## config.mk

```make
export PLATFORM = sky130hd
export DESIGN_NAME = pixel_range_stretch_16_to_8_core
export DESIGN_NICKNAME = d
export VERILOG_FILES = /design/src/rtl/rps_pkg.sv /design/src/rtl/pixel_range_stretch_16_to_8_core.sv /design/src/rtl/rps_cfg.sv /design/src/rtl/rps_front.sv /design/src/rtl/rps_div_stage.sv
export VERILOG_INCLUDE_DIRS = /design/src /design/src/rtl
export SDC_FILE = /design/constraint.sdc
export NUM_CORES = 1
export LEC_CHECK = 0
export ABC_AREA = 0
export BUFFER_PORTS_ARGS = -buffer_cell sky130_fd_sc_hd__buf_4
export CELL_PAD_IN_SITES_DETAIL_PLACEMENT = 2
export CELL_PAD_IN_SITES_GLOBAL_PLACEMENT = 2
export CORE_MARGIN = 2
export CORE_UTILIZATION = 43
export DETAILED_ROUTE_END_ITERATION = 16
export PLACE_DENSITY_LB_ADDON = 0.1
export SYNTH_ARGS = -nofsm -noshare
export SYNTH_HDL_FRONTEND = slang
export SYNTH_SLANG_ARGS = --single-unit
```

## constraint.sdc

```tcl
create_clock -name clk_i -period 5.3 [get_ports clk_i]
set_input_delay 0.795 -clock clk_i [delete_from_list [all_inputs] [get_ports clk_i]]
set_output_delay 0.795 -clock clk_i [all_outputs]
set_load 0.005 [all_outputs]
```

## src/rtl/assert_macros.svh

```systemverilog
// ---------------------------------------------------------------------------
// assert_macros.svh
// Concurrent assertion helpers clocked on clk_i, disabled during reset.
// ---------------------------------------------------------------------------
`ifndef ASSERT_MACROS_SVH
`define ASSERT_MACROS_SVH

// property holds at every clock edge out of reset
`define RPS_ASSERT(lbl, prop, msg) \
  lbl: assert property (@(posedge clk_i) disable iff (!rst_ni) (prop)) else $error(msg);

// condition never seen out of reset
`define RPS_ASSERT_NEVER(lbl, cond, msg) \
  lbl: assert property (@(posedge clk_i) disable iff (!rst_ni) !(cond)) else $error(msg);

`endif

```

## src/rtl/rps_pkg.sv

```systemverilog
// ---------------------------------------------------------------------------
// rps_pkg
// Shared widths, register indexes and pipeline types of the range stretch.
// ---------------------------------------------------------------------------
`default_nettype none

package rps_pkg;

  localparam int unsigned IN_W   = 16;  // raw pixel
  localparam int unsigned CFG_W  = 17;  // level registers
  localparam int unsigned PIX_W  = 17;  // pixel as signed value
  localparam int unsigned X_W    = 18;  // pixel minus low level
  localparam int unsigned D_W    = 18;  // high minus low
  localparam int unsigned MAG_W  = 17;  // |high - low|
  localparam int unsigned NUM_W  = 27;  // 510*x + d, signed
  localparam int unsigned QBITS  = 8;   // quotient bits
  localparam int unsigned OUT_W  = QBITS;
  localparam int unsigned REM_W  = MAG_W + 1 + QBITS;  // remainder < 256*|2d|
  localparam int unsigned IDX_W  = 2;
  localparam int unsigned NSTAGE = 3 + QBITS;
  localparam int unsigned OCC_W  = $clog2(NSTAGE + 1);

  localparam logic signed [CFG_W-1:0] LOW_RST  = CFG_W'(0);
  localparam logic signed [CFG_W-1:0] HIGH_RST = CFG_W'(65535);

  typedef enum logic [IDX_W-1:0] {
    CFG_LOW_LEVEL    = 2'd0,
    CFG_HIGH_LEVEL   = 2'd1,
    CFG_SIGNED_INPUT = 2'd2
  } cfg_idx_e;

  typedef struct packed {
    logic signed [CFG_W-1:0] lo;
    logic signed [D_W-1:0]   d;
    logic                    d_neg;
    logic                    d_zero;
    logic [MAG_W-1:0]        dmag;
    logic                    sign_in;
  } cfg_t;

  typedef struct packed {
    logic             force_q;  // quotient already fixed, skip division
    logic [REM_W-1:0] rem;
    logic [QBITS-1:0] q;
  } stg_t;

endpackage

`default_nettype wire

```

## src/rtl/pixel_range_stretch_16_to_8_core.sv

```systemverilog
// ---------------------------------------------------------------------------
// pixel_range_stretch_16_to_8_core
// Linear contrast stretch of 16-bit gray pixels to 8 bits, round half up.
// ---------------------------------------------------------------------------
// Takes one pixel per clock while in_stall_o is low and returns one 8-bit
// pixel per transaction: offset, scale and range check stages come first,
// then a one-bit-per-stage divider resolves the quotient. Every stage
// holds its own valid bit, so bubbles close up under a stall and input
// keeps flowing while a result waits, until the pipe is full. Register
// writes reach later pixels once the span registers in rps_cfg follow.
`default_nettype none

module pixel_range_stretch_16_to_8_core (
  input  wire logic                       clk_i,
  input  wire logic                       rst_ni,
  input  wire logic                       cfg_we_i,
  input  wire logic [rps_pkg::IDX_W-1:0]  cfg_idx_i,
  input  wire logic [rps_pkg::CFG_W-1:0]  cfg_data_i,
  input  wire logic                       in_valid_i,
  output logic                            in_stall_o,
  input  wire logic [rps_pkg::IN_W-1:0]   sample_bits_i,
  output logic                            out_valid_o,
  input  wire logic                       out_stall_i,
  output logic [rps_pkg::OUT_W-1:0]       out_pixel_o
);
  import rps_pkg::*;

  cfg_t              cfg;
  stg_t              stg [QBITS+1];
  logic [QBITS:0]    vld;
  logic [QBITS:0]    rdy;
  logic              front_rdy;
  logic [2:0]        front_vld;
  logic [OCC_W-1:0]  occ_q, occ_d;

  rps_cfg u_cfg (
    .clk_i      (clk_i),
    .rst_ni     (rst_ni),
    .cfg_we_i   (cfg_we_i),
    .cfg_idx_i  (cfg_idx_i),
    .cfg_data_i (cfg_data_i),
    .cfg_o      (cfg)
  );

  rps_front u_front (
    .clk_i    (clk_i),
    .rst_ni   (rst_ni),
    .cfg_i    (cfg),
    .valid_i  (in_valid_i),
    .ready_o  (front_rdy),
    .sample_i (sample_bits_i),
    .valid_o  (vld[0]),
    .ready_i  (rdy[0]),
    .stg_o    (stg[0]),
    .vld_o    (front_vld)
  );

  for (genvar k = 0; k < QBITS; k++) begin : g_div
    rps_div_stage #(
      .BIT_IDX (QBITS - 1 - k)
    ) u_div (
      .clk_i   (clk_i),
      .rst_ni  (rst_ni),
      .dmag_i  (cfg.dmag),
      .valid_i (vld[k]),
      .ready_o (rdy[k]),
      .stg_i   (stg[k]),
      .valid_o (vld[k+1]),
      .ready_i (rdy[k+1]),
      .stg_o   (stg[k+1])
    );
  end

  assign rdy[QBITS]  = !out_stall_i;
  assign in_stall_o  = !front_rdy;
  assign out_valid_o = vld[QBITS];
  assign out_pixel_o = stg[QBITS].q;

  // transactions in flight
  always_comb begin
    occ_d = occ_q;
    if (in_valid_i && front_rdy) occ_d = occ_d + OCC_W'(1);
    if (out_valid_o && !out_stall_i) occ_d = occ_d - OCC_W'(1);
  end

  always_ff @(posedge clk_i or negedge rst_ni) begin
    if (!rst_ni) begin
      occ_q <= '0;
    end else begin
      occ_q <= occ_d;
    end
  end

  `include "assert_macros.svh"

  `RPS_ASSERT(a_occ_match, occ_q == OCC_W'($countones({front_vld, vld[QBITS:1]})), "lost or duplicated transaction")
  `RPS_ASSERT(a_stall_full, in_stall_o |-> (occ_q == OCC_W'(NSTAGE)) && out_stall_i, "input stalled with room in pipe")
  `RPS_ASSERT(a_span_zero, cfg.d_zero == (cfg.dmag == '0), "span flags disagree")

endmodule

`default_nettype wire

```

## src/rtl/rps_cfg.sv

```systemverilog
// ---------------------------------------------------------------------------
// rps_cfg
// Configuration registers and the derived span terms used by the datapath.
// ---------------------------------------------------------------------------
`default_nettype none

module rps_cfg (
  input  wire logic                       clk_i,
  input  wire logic                       rst_ni,
  input  wire logic                       cfg_we_i,
  input  wire logic [rps_pkg::IDX_W-1:0]  cfg_idx_i,
  input  wire logic [rps_pkg::CFG_W-1:0]  cfg_data_i,
  output rps_pkg::cfg_t                   cfg_o
);
  import rps_pkg::*;

  logic signed [CFG_W-1:0] low_q, high_q;
  logic                    sign_q;
  logic signed [D_W-1:0]   d_q, d_d;
  logic signed [D_W-1:0]   dd_q;
  logic [MAG_W-1:0]        dmag_q, dmag_d;
  logic                    dzero_q;

  always_ff @(posedge clk_i or negedge rst_ni) begin
    if (!rst_ni) begin
      low_q  <= LOW_RST;
      high_q <= HIGH_RST;
      sign_q <= 1'b0;
    end else if (cfg_we_i) begin
      unique case (cfg_idx_e'(cfg_idx_i))
        CFG_LOW_LEVEL:    low_q  <= cfg_data_i;
        CFG_HIGH_LEVEL:   high_q <= cfg_data_i;
        CFG_SIGNED_INPUT: sign_q <= cfg_data_i[0];
        default: ;
      endcase
    end
  end

  assign d_d    = D_W'(high_q) - D_W'(low_q);
  assign dmag_d = d_q[D_W-1] ? MAG_W'(-d_q) : MAG_W'(d_q);

  always_ff @(posedge clk_i or negedge rst_ni) begin
    if (!rst_ni) begin
      d_q     <= D_W'(HIGH_RST) - D_W'(LOW_RST);
      dd_q    <= D_W'(HIGH_RST) - D_W'(LOW_RST);
      dmag_q  <= MAG_W'(HIGH_RST - LOW_RST);
      dzero_q <= 1'b0;
    end else begin
      d_q     <= d_d;
      dd_q    <= d_q;
      dmag_q  <= dmag_d;
      dzero_q <= (d_q == '0);
    end
  end

  assign cfg_o.lo      = low_q;
  assign cfg_o.d       = dd_q;
  assign cfg_o.d_neg   = dd_q[D_W-1];
  assign cfg_o.d_zero  = dzero_q;
  assign cfg_o.dmag    = dmag_q;
  assign cfg_o.sign_in = sign_q;

endmodule

`default_nettype wire

```

## src/rtl/rps_front.sv

```systemverilog
// ---------------------------------------------------------------------------
// rps_front
// Offset, scale and range check: three stages feeding the quotient pipe.
// ---------------------------------------------------------------------------
`default_nettype none

module rps_front (
  input  wire logic                     clk_i,
  input  wire logic                     rst_ni,
  input  wire rps_pkg::cfg_t            cfg_i,
  input  wire logic                     valid_i,
  output logic                          ready_o,
  input  wire logic [rps_pkg::IN_W-1:0] sample_i,
  output logic                          valid_o,
  input  wire logic                     ready_i,
  output rps_pkg::stg_t                 stg_o,
  output logic [2:0]                    vld_o
);
  import rps_pkg::*;

  logic [2:0] vld_q;
  logic [2:0] rdy;

  logic signed [PIX_W-1:0] pix;
  logic signed [X_W-1:0]   x_d, x_q;
  logic signed [NUM_W-1:0] sum, num_d, num_q;
  logic                    gt_q, gt2_q;
  stg_t                    stg_d, stg_q;
  logic [REM_W-1:0]        top_lim;

  assign rdy[2] = !vld_q[2] || ready_i;
  assign rdy[1] = !vld_q[1] || rdy[2];
  assign rdy[0] = !vld_q[0] || rdy[1];
  assign ready_o = rdy[0];

  always_ff @(posedge clk_i or negedge rst_ni) begin
    if (!rst_ni) begin
      vld_q <= '0;
    end else begin
      if (rdy[0]) vld_q[0] <= valid_i;
      if (rdy[1]) vld_q[1] <= vld_q[0];
      if (rdy[2]) vld_q[2] <= vld_q[1];
    end
  end

  // stage 1: pixel minus low level
  assign pix = cfg_i.sign_in ? PIX_W'($signed(sample_i)) : $signed({1'b0, sample_i});
  assign x_d = X_W'(pix) - X_W'(cfg_i.lo);

  // stage 2: 510*x + d, sign folded into numerator
  assign sum   = (NUM_W'(x_q) <<< 9) - (NUM_W'(x_q) <<< 1) + NUM_W'(cfg_i.d);
  assign num_d = cfg_i.d_neg ? -sum : sum;

  // stage 3: fixed results and saturation
  assign top_lim = {cfg_i.dmag, 1'b0, {QBITS{1'b0}}};

  always_comb begin
    stg_d.force_q = 1'b1;
    stg_d.rem     = REM_W'(num_q);
    stg_d.q       = '0;
    priority if (cfg_i.d_zero) begin
      stg_d.q = gt2_q ? '1 : '0;
    end else if (num_q[NUM_W-1]) begin
      stg_d.q = '0;
    end else if (REM_W'(num_q) >= top_lim) begin
      stg_d.q = '1;
    end else begin
      stg_d.force_q = 1'b0;
    end
  end

  always_ff @(posedge clk_i) begin
    if (rdy[0] && valid_i) begin
      x_q  <= x_d;
      gt_q <= !x_d[X_W-1] && (x_d != '0);
    end
    if (rdy[1] && vld_q[0]) begin
      num_q <= num_d;
      gt2_q <= gt_q;
    end
    if (rdy[2] && vld_q[1]) stg_q <= stg_d;
  end

  assign valid_o = vld_q[2];
  assign stg_o   = stg_q;
  assign vld_o   = vld_q;

endmodule

`default_nettype wire

```

## src/rtl/rps_div_stage.sv

```systemverilog
// ---------------------------------------------------------------------------
// rps_div_stage
// One restoring-division step: resolves one quotient bit per stage.
// ---------------------------------------------------------------------------
`default_nettype none

module rps_div_stage #(
  parameter int unsigned BIT_IDX = 0
) (
  input  wire logic                      clk_i,
  input  wire logic                      rst_ni,
  input  wire logic [rps_pkg::MAG_W-1:0] dmag_i,
  input  wire logic                      valid_i,
  output logic                           ready_o,
  input  wire rps_pkg::stg_t             stg_i,
  output logic                           valid_o,
  input  wire logic                      ready_i,
  output rps_pkg::stg_t                  stg_o
);
  import rps_pkg::*;

  logic             vld_q;
  stg_t             stg_d, stg_q;
  logic [REM_W-1:0] dsh;
  logic [REM_W:0]   diff;

  assign dsh  = REM_W'({dmag_i, 1'b0}) << BIT_IDX;
  assign diff = {1'b0, stg_i.rem} - {1'b0, dsh};

  always_comb begin
    stg_d = stg_i;
    if (!stg_i.force_q && !diff[REM_W]) begin
      stg_d.rem        = diff[REM_W-1:0];
      stg_d.q[BIT_IDX] = 1'b1;
    end
  end

  assign ready_o = !vld_q || ready_i;

  always_ff @(posedge clk_i or negedge rst_ni) begin
    if (!rst_ni) begin
      vld_q <= 1'b0;
    end else if (ready_o) begin
      vld_q <= valid_i;
    end
  end

  always_ff @(posedge clk_i) begin
    if (ready_o && valid_i) stg_q <= stg_d;
  end

  assign valid_o = vld_q;
  assign stg_o   = stg_q;

endmodule

`default_nettype wire

```

Word-level counts from Yosys, hierarchy flattened. Index checks and enable logic that the tools add are counted. Widths: inputs -> output; s select.

Register bits after elaboration: 435. Input bits: 40. Output and inout bits: 10. Word-level logic and storage cells: 155.

Add/subtract/negate cells: 14. Magnitude comparators: 1. Eq/ne operators: 2. Mux-type cells: 15. Reductions and logical operators: 68.

Operator list (number): $mux 26 (6); $mux 27 (2); $sub 17x17->18 (2); $mux 17 (2); $mux 8 (4); $logic_not 1->1 (30); $add 27x18->27 (1); $neg 27->27 (1); $sub 26x18->27 (1); $sub 26x19->27 (1); $sub 26x20->27 (1); $sub 26x21->27 (1); $sub 26x22->27 (1); $sub 26x23->27 (1); $sub 26x24->27 (1); $sub 26x25->27 (1); $sub 27x19->27 (1); $ge 26x26->1 (1); $logic_and 1x1->1 (20); $logic_not 18->1 (1); $reduce_bool 18->1 (1); $neg 17->17 (1); $logic_or 1x1->1 (11); $reduce_and 2->1 (3); other kinds (5) (5).

Longest topological paths before layout.
Word-level depth: 13. Depth in mapped cells: 15. Mapped depth without buffers: 14.

Hierarchy. Synthesis repeated with hierarchy kept, for this count alone.

Cells, all modules: 2837. Area total of the unflattened synthesis: 29873.7 um^2.

By module, submodules not included: rps_front (times used 1, cells an instance 687, area each 6745.2 um^2, sequential area each 2327.2 um^2); rps_cfg (times used 1, cells an instance 341, area each 3922.5 um^2, sequential area each 2280.9 um^2); rps_div_stage (g_div[6].u_div) (times used 1, cells an instance 244, area each 2570.0 um^2, sequential area each 1076.0 um^2); rps_div_stage (g_div[7].u_div) (times used 1, cells an instance 227, area each 2472.4 um^2, sequential area each 1076.0 um^2); rps_div_stage (g_div[5].u_div) (times used 1, cells an instance 254, area each 2438.6 um^2, sequential area each 1076.0 um^2); rps_div_stage (g_div[4].u_div) (times used 1, cells an instance 213, area each 2436.1 um^2, sequential area each 1076.0 um^2); rps_div_stage (g_div[2].u_div) (times used 1, cells an instance 221, area each 2416.1 um^2, sequential area each 1076.0 um^2); rps_div_stage (g_div[3].u_div) (times used 1, cells an instance 213, area each 2376.0 um^2, sequential area each 1076.0 um^2); rps_div_stage (g_div[0].u_div) (times used 1, cells an instance 222, area each 2269.7 um^2, sequential area each 1076.0 um^2); rps_div_stage (g_div[1].u_div) (times used 1, cells an instance 213, area each 2219.6 um^2, sequential area each 1076.0 um^2); pixel_range_stretch_16_to_8_core (times used 1, cells an instance 2, area each 7.5 um^2, sequential area each 0.0 um^2).

Worst setup path before layout. OpenSTA, ideal clock, no wires.

Kind: reg2reg. From: register u_front.x_q[0]. To: register u_front.num_q[25] (data pin). Setup time: 258 ps. Arrival: 3699 ps. Data required time: 5042 ps. Setup slack: 1343 ps. Cell stages (with the launch flop): 15. Path buffers: 0. Period minus slack after synthesis: 3957 ps. Path through: edfxtp_1 inv_1 ha_1 inv_1 fa_1 nand2b_1 a21o_1 a211o_4 o31a_2 xnor2_2 nor4b_4 nand3b_2 or4_4 o31ai_4 xnor2_1.

Cells in the longest elaborated chain, start to end: 4.

RTL lines: start: declaration (line rps_front.sv:25) `logic signed [X_W-1:0] x_d, x_q;`; start signal: assignment (line rps_front.sv:74) `x_q <= x_d;`; $sub 27x19->27 * (line rps_front.sv:51) `assign sum = (NUM_W'(x_q) <<< 9) - (NUM_W'(x_q) <<< 1) + NUM_W'(cfg_i.d);`; $add 27x18->27 * (line rps_front.sv:51); $neg 27->27 (line rps_front.sv:52) `assign num_d = cfg_i.d_neg ? -sum : sum;`; $mux 27 * (line rps_front.sv:52); via u_front.num_d[25] (line rps_front.sv:26) `logic signed [NUM_W-1:0] sum, num_d, num_q;`; end signal: assignment (line rps_front.sv:78) `num_q <= num_d;`; end: declaration (line rps_front.sv:26).

The timed path passes the listed nets; every way through them passes the cells marked *. A chain may end at the register's enable or synchronous reset.

==> metrics.md <==
| Metric | Value |
|---|---|
| Crit path buffers/inverters | 1 |
| Clock buffer count from CTS | 46 |
| Worst Tran Pin Value | 1.19 ns |
| Global-route wire length before repair | 114 mm |
| Via count of the first global-routing pass | 20200 |
| Clock tree from TritonCTS | built |
| XOR/XNOR Fraction of Synth Area | 6.50% |
| Yosys top cell area share | 36.6% |
| Synthesized area per cell | 10.9 um2 |
| Crit. Startpoint | u_cfg.dd_q[0] |
| CTS Hold Bufs | 0 |
| First drt pass iteration count | 5 |
| Mean number of vias per cell | 5.65 |
| Gate family responsible for the most delay along the worst path | compound AO/OA/AOI/OAI gates |
| Complex-gate fraction of the synthesized area | 14.7% |
| Number of filler cells placed in the layout | 5798 |
| Placed cell areas | 25900 um2 |
| Synthesized-area fraction occupied by adder cells | 13.5% |
| Top_reg_cell synth | sky130_fd_sc_hd__edfxtp_1 |
| Post-synth EDFFs | 299 |
| Post-Route WL | 70.9 mm |
| Routed WL per cell | 22.7 um |
| Main combinational cell family by area after synthesis | compound AO/OA/AOI/OAI gates |
| Chip Height | 243 um |
| Hpwl dp | 53.7 mm |
| Clock latency reported for the late side of the worst-skew pair | 0.61 ns |
| Most common library cell in the layout ignoring fill and taps | sky130_fd_sc_hd__edfxtp_1 |
| Global route total overflow | 0 |
| Area of the core region | 56400 um2 |
| Global routing usage on met2 | 47.8% |
| Clk_skew | 0.0300 ns |
| Number of warnings reported in the yosys synthesis log | 0 |
| Fraction of layout instances using a drive strength above 1 | 12.7% |
| Most frequent cells in the layout | sky130_fd_sc_hd__edfxtp_1 (299), sky130_fd_sc_hd__ha_1 (222), sky130_fd_sc_hd__nand2_1 (202) |
| Unrepaired setup endpoints after global routing | false |
| Clock period minus worst slack | 4.44 ns |
| Area of the die | 58900 um2 |
| Core Rows | 87 |
| Count of final setup violators | 0 |
| Largest area contributor in the netlist | sky130_fd_sc_hd__edfxtp_1 |
| Initial core utilization | 43.5% |
| Non-Filler Cell Area, Final | 27300 um2 |
| Antenna Violating Nets Remaining | 0 |
| Slowest stage cell on the critical path | sky130_fd_sc_hd__a21oi_2 |
| Antenna fix cells | 0 |
| Largest stage delay on the critical path | 0.78 ns |
| Ys async rst share | 24.9% |
| Global-route total usage across every layer | 24.4% |
| Critical setup path kind | register to register |
| Buffers inserted by post-CTS timing repair | 0 |
| Sequential element share of the synthesized area | 47.1% |
| Final GP Congestion | 0.806 |
| Met3 demand-to-capacity share in global routing | 2.66% |
| Data arrival time at the worst-slack endpoint | 4.76 ns |
| Slew HR | 20.7% |
| Antenna violations before repair | 0 |
| Gate count after technology mapping | 2252 |
| Iteration-0 DRC count of the detailed router | 671 |
| Sequence of cells on the critical path | ha_1, fa_1, nor2b_1, o21ai_0, a21boi_0, o21ai_0, a21boi_0, buf_4, o211ai_1, a31oi_1, nand2_1, a21oi_2, mux2_2 |
| Achievable frequency | 225 MHz |
| Final core utilization | 48.4% |
| H-Tree Depth | 2 |
| Synthesized-area fraction occupied by and/or/nand/nor cells | 12.0% |
| Reg clk slew, reported paths | 0.06 ns |
| Hold Violations, Final | 0 |
| Port Buffer Count | 49 |
| Sinks on the clock net | 398 |
| Crit path capture type | register |
| Setup crit start kind | register |
| Number of synthesized register bits | 398 |
| Final net count | 2626 |
| Area taken by flip-flops and latches | 11500 um2 |
| Pin count of the biggest net entering global routing | 77 |
| Io pins | 50 |
| Required time of the critical path | 5.62 ns |
| Clock root buffer | sky130_fd_sc_hd__clkbuf_16 |
| Area occupied by multi-input gates | 12200 um2 |
| Result of the run | completed |
| Met1 Usage GRT | 26.7% |
| Mux share of post-synthesis cell area | 2.72% |
| Area growth from synthesis to layout | 11.5% |
| Crit-path max FO | 15 |
| Synth Net Count | 2541 |
| Origin of the critical flop-to-flop path | u_cfg.dd_q[0] |
| Summed negative setup slack over all endpoints | 0 ns |
| Deepest clock path buffer count | 3 |
| Width of the chip | 243 um |
| Number of slew-limit violations in the final report | 0 |
| Top area cells in the synthesized netlist | sky130_fd_sc_hd__edfxtp_1 (37%), sky130_fd_sc_hd__ha_1 (11%), sky130_fd_sc_hd__dfstp_2 (6.8%) |
| Total via count after detailed routing | 17600 |
| Path type of the worst min-delay path | input port to async pin |
| Busiest metal layer after global routing | met2 |
| Count of distinct cell types in the synthesized netlist | 87 |
| Count of cells resized by post-cts repair | 0 |
| Summed instance area of the synthesized netlist | 24500 um2 |
| Number of remaining DRC errors | 0 |
| Count of max-cap constraint violations | 0 |
| Part of the cycle the worst path needs | 83.7% |
## synthesized netlist by cell type (all sizes together) (25+ instances only)
| cell | count |
|---|---|
| a21o | 46 |
| a21oi | 109 |
| clkbuf | 27 |
| dfrtp | 36 |
| dfstp | 63 |
| edfxtp | 299 |
| fa | 27 |
| ha | 222 |
| inv | 185 |
| mux2 | 53 |
| nand2 | 202 |
| nand2b | 40 |
| nand3 | 34 |
| nor2 | 112 |
| nor2b | 39 |
| nor3 | 37 |
| o21a | 25 |
| o21ai | 191 |
| o31ai | 37 |
| xnor2 | 101 |
| xor2 | 80 |
## worst paths after layout
kind | cells after the start | endpoint | slack, ns
min | 1 | u_cfg.low_q[6] | 0.09
max reg2reg | 13 | g_div[0].u_div.stg_o[29] | 0.86
max | 13 | g_div[0].u_div.stg_o[29] | 0.86
max in group asynchronous | 2 | u_cfg.dzero_q | 3.96
min in group clk_i | 0 | u_cfg.dd_q[8] | 0.39
min reg2reg | 0 | u_cfg.dd_q[8] | 0.39
## sequential cells by signal (all words and copies together), names as in the netlist
register / cells
u_cfg.d_q: 18
u_cfg.sign_q: 1
u_cfg.dd_q: 18
u_cfg.dmag_q: 16
u_cfg.dzero_q: 1
u_front.num_q: 27
u_cfg.high_q: 17
u_front.vld_o: 3
u_cfg.low_q: 17
u_front.stg_o: 27
g_div.u_div.valid_o: 8
u_front.x_q: 18
u_front.gt_q: 1
g_div.u_div.stg_o: 225
u_front.gt2_q: 1
## stage by stage
stage / hold WS (ns) / setup WS, ns / cells
floorplan: 0.352 / 1.34 / 2252
global placement: 0.379 / 1.08 / 3045
detailed placement: 0.382 / 0.864 / 3045
CTS: 0.0715 / 0.842 / 3124
global route: 0.0887 / 0.499 / 3124
finish: 0.0890 / 0.863 / 3124
## area by class of cell
cell class	instances	area share (%)
inverter	186	2.56
tap	756	3.46
timing repair buffer	70	1.92
multi-input combinational	1635	44.5
clock buffer	64	4.72
sequential	398	42.2
clock inverter	15	0.600
## cell families (layout without fill, tap and decap cells)
kind of cell               count (synthesis)  after routing
DFF                                      398            398
and+or+nand+nor                          595            595
muxes                                     60             60
xor gates and xnor gates                 181            181
adders and majority gates                249            249
AOI/OAI and AO/OA                        550            550
buffers and inverters                    219            335
## layer usage
layer	vias up	routed length [um]
met5	-	0
met4	0	2830
met3	129	1780
met2	245	38800
met1	8929	27500
li1	8340	-
Power is left out: the tool's default activity adds up to more than one toggle a clock period on the data nets, which glitch-free logic cannot reach.
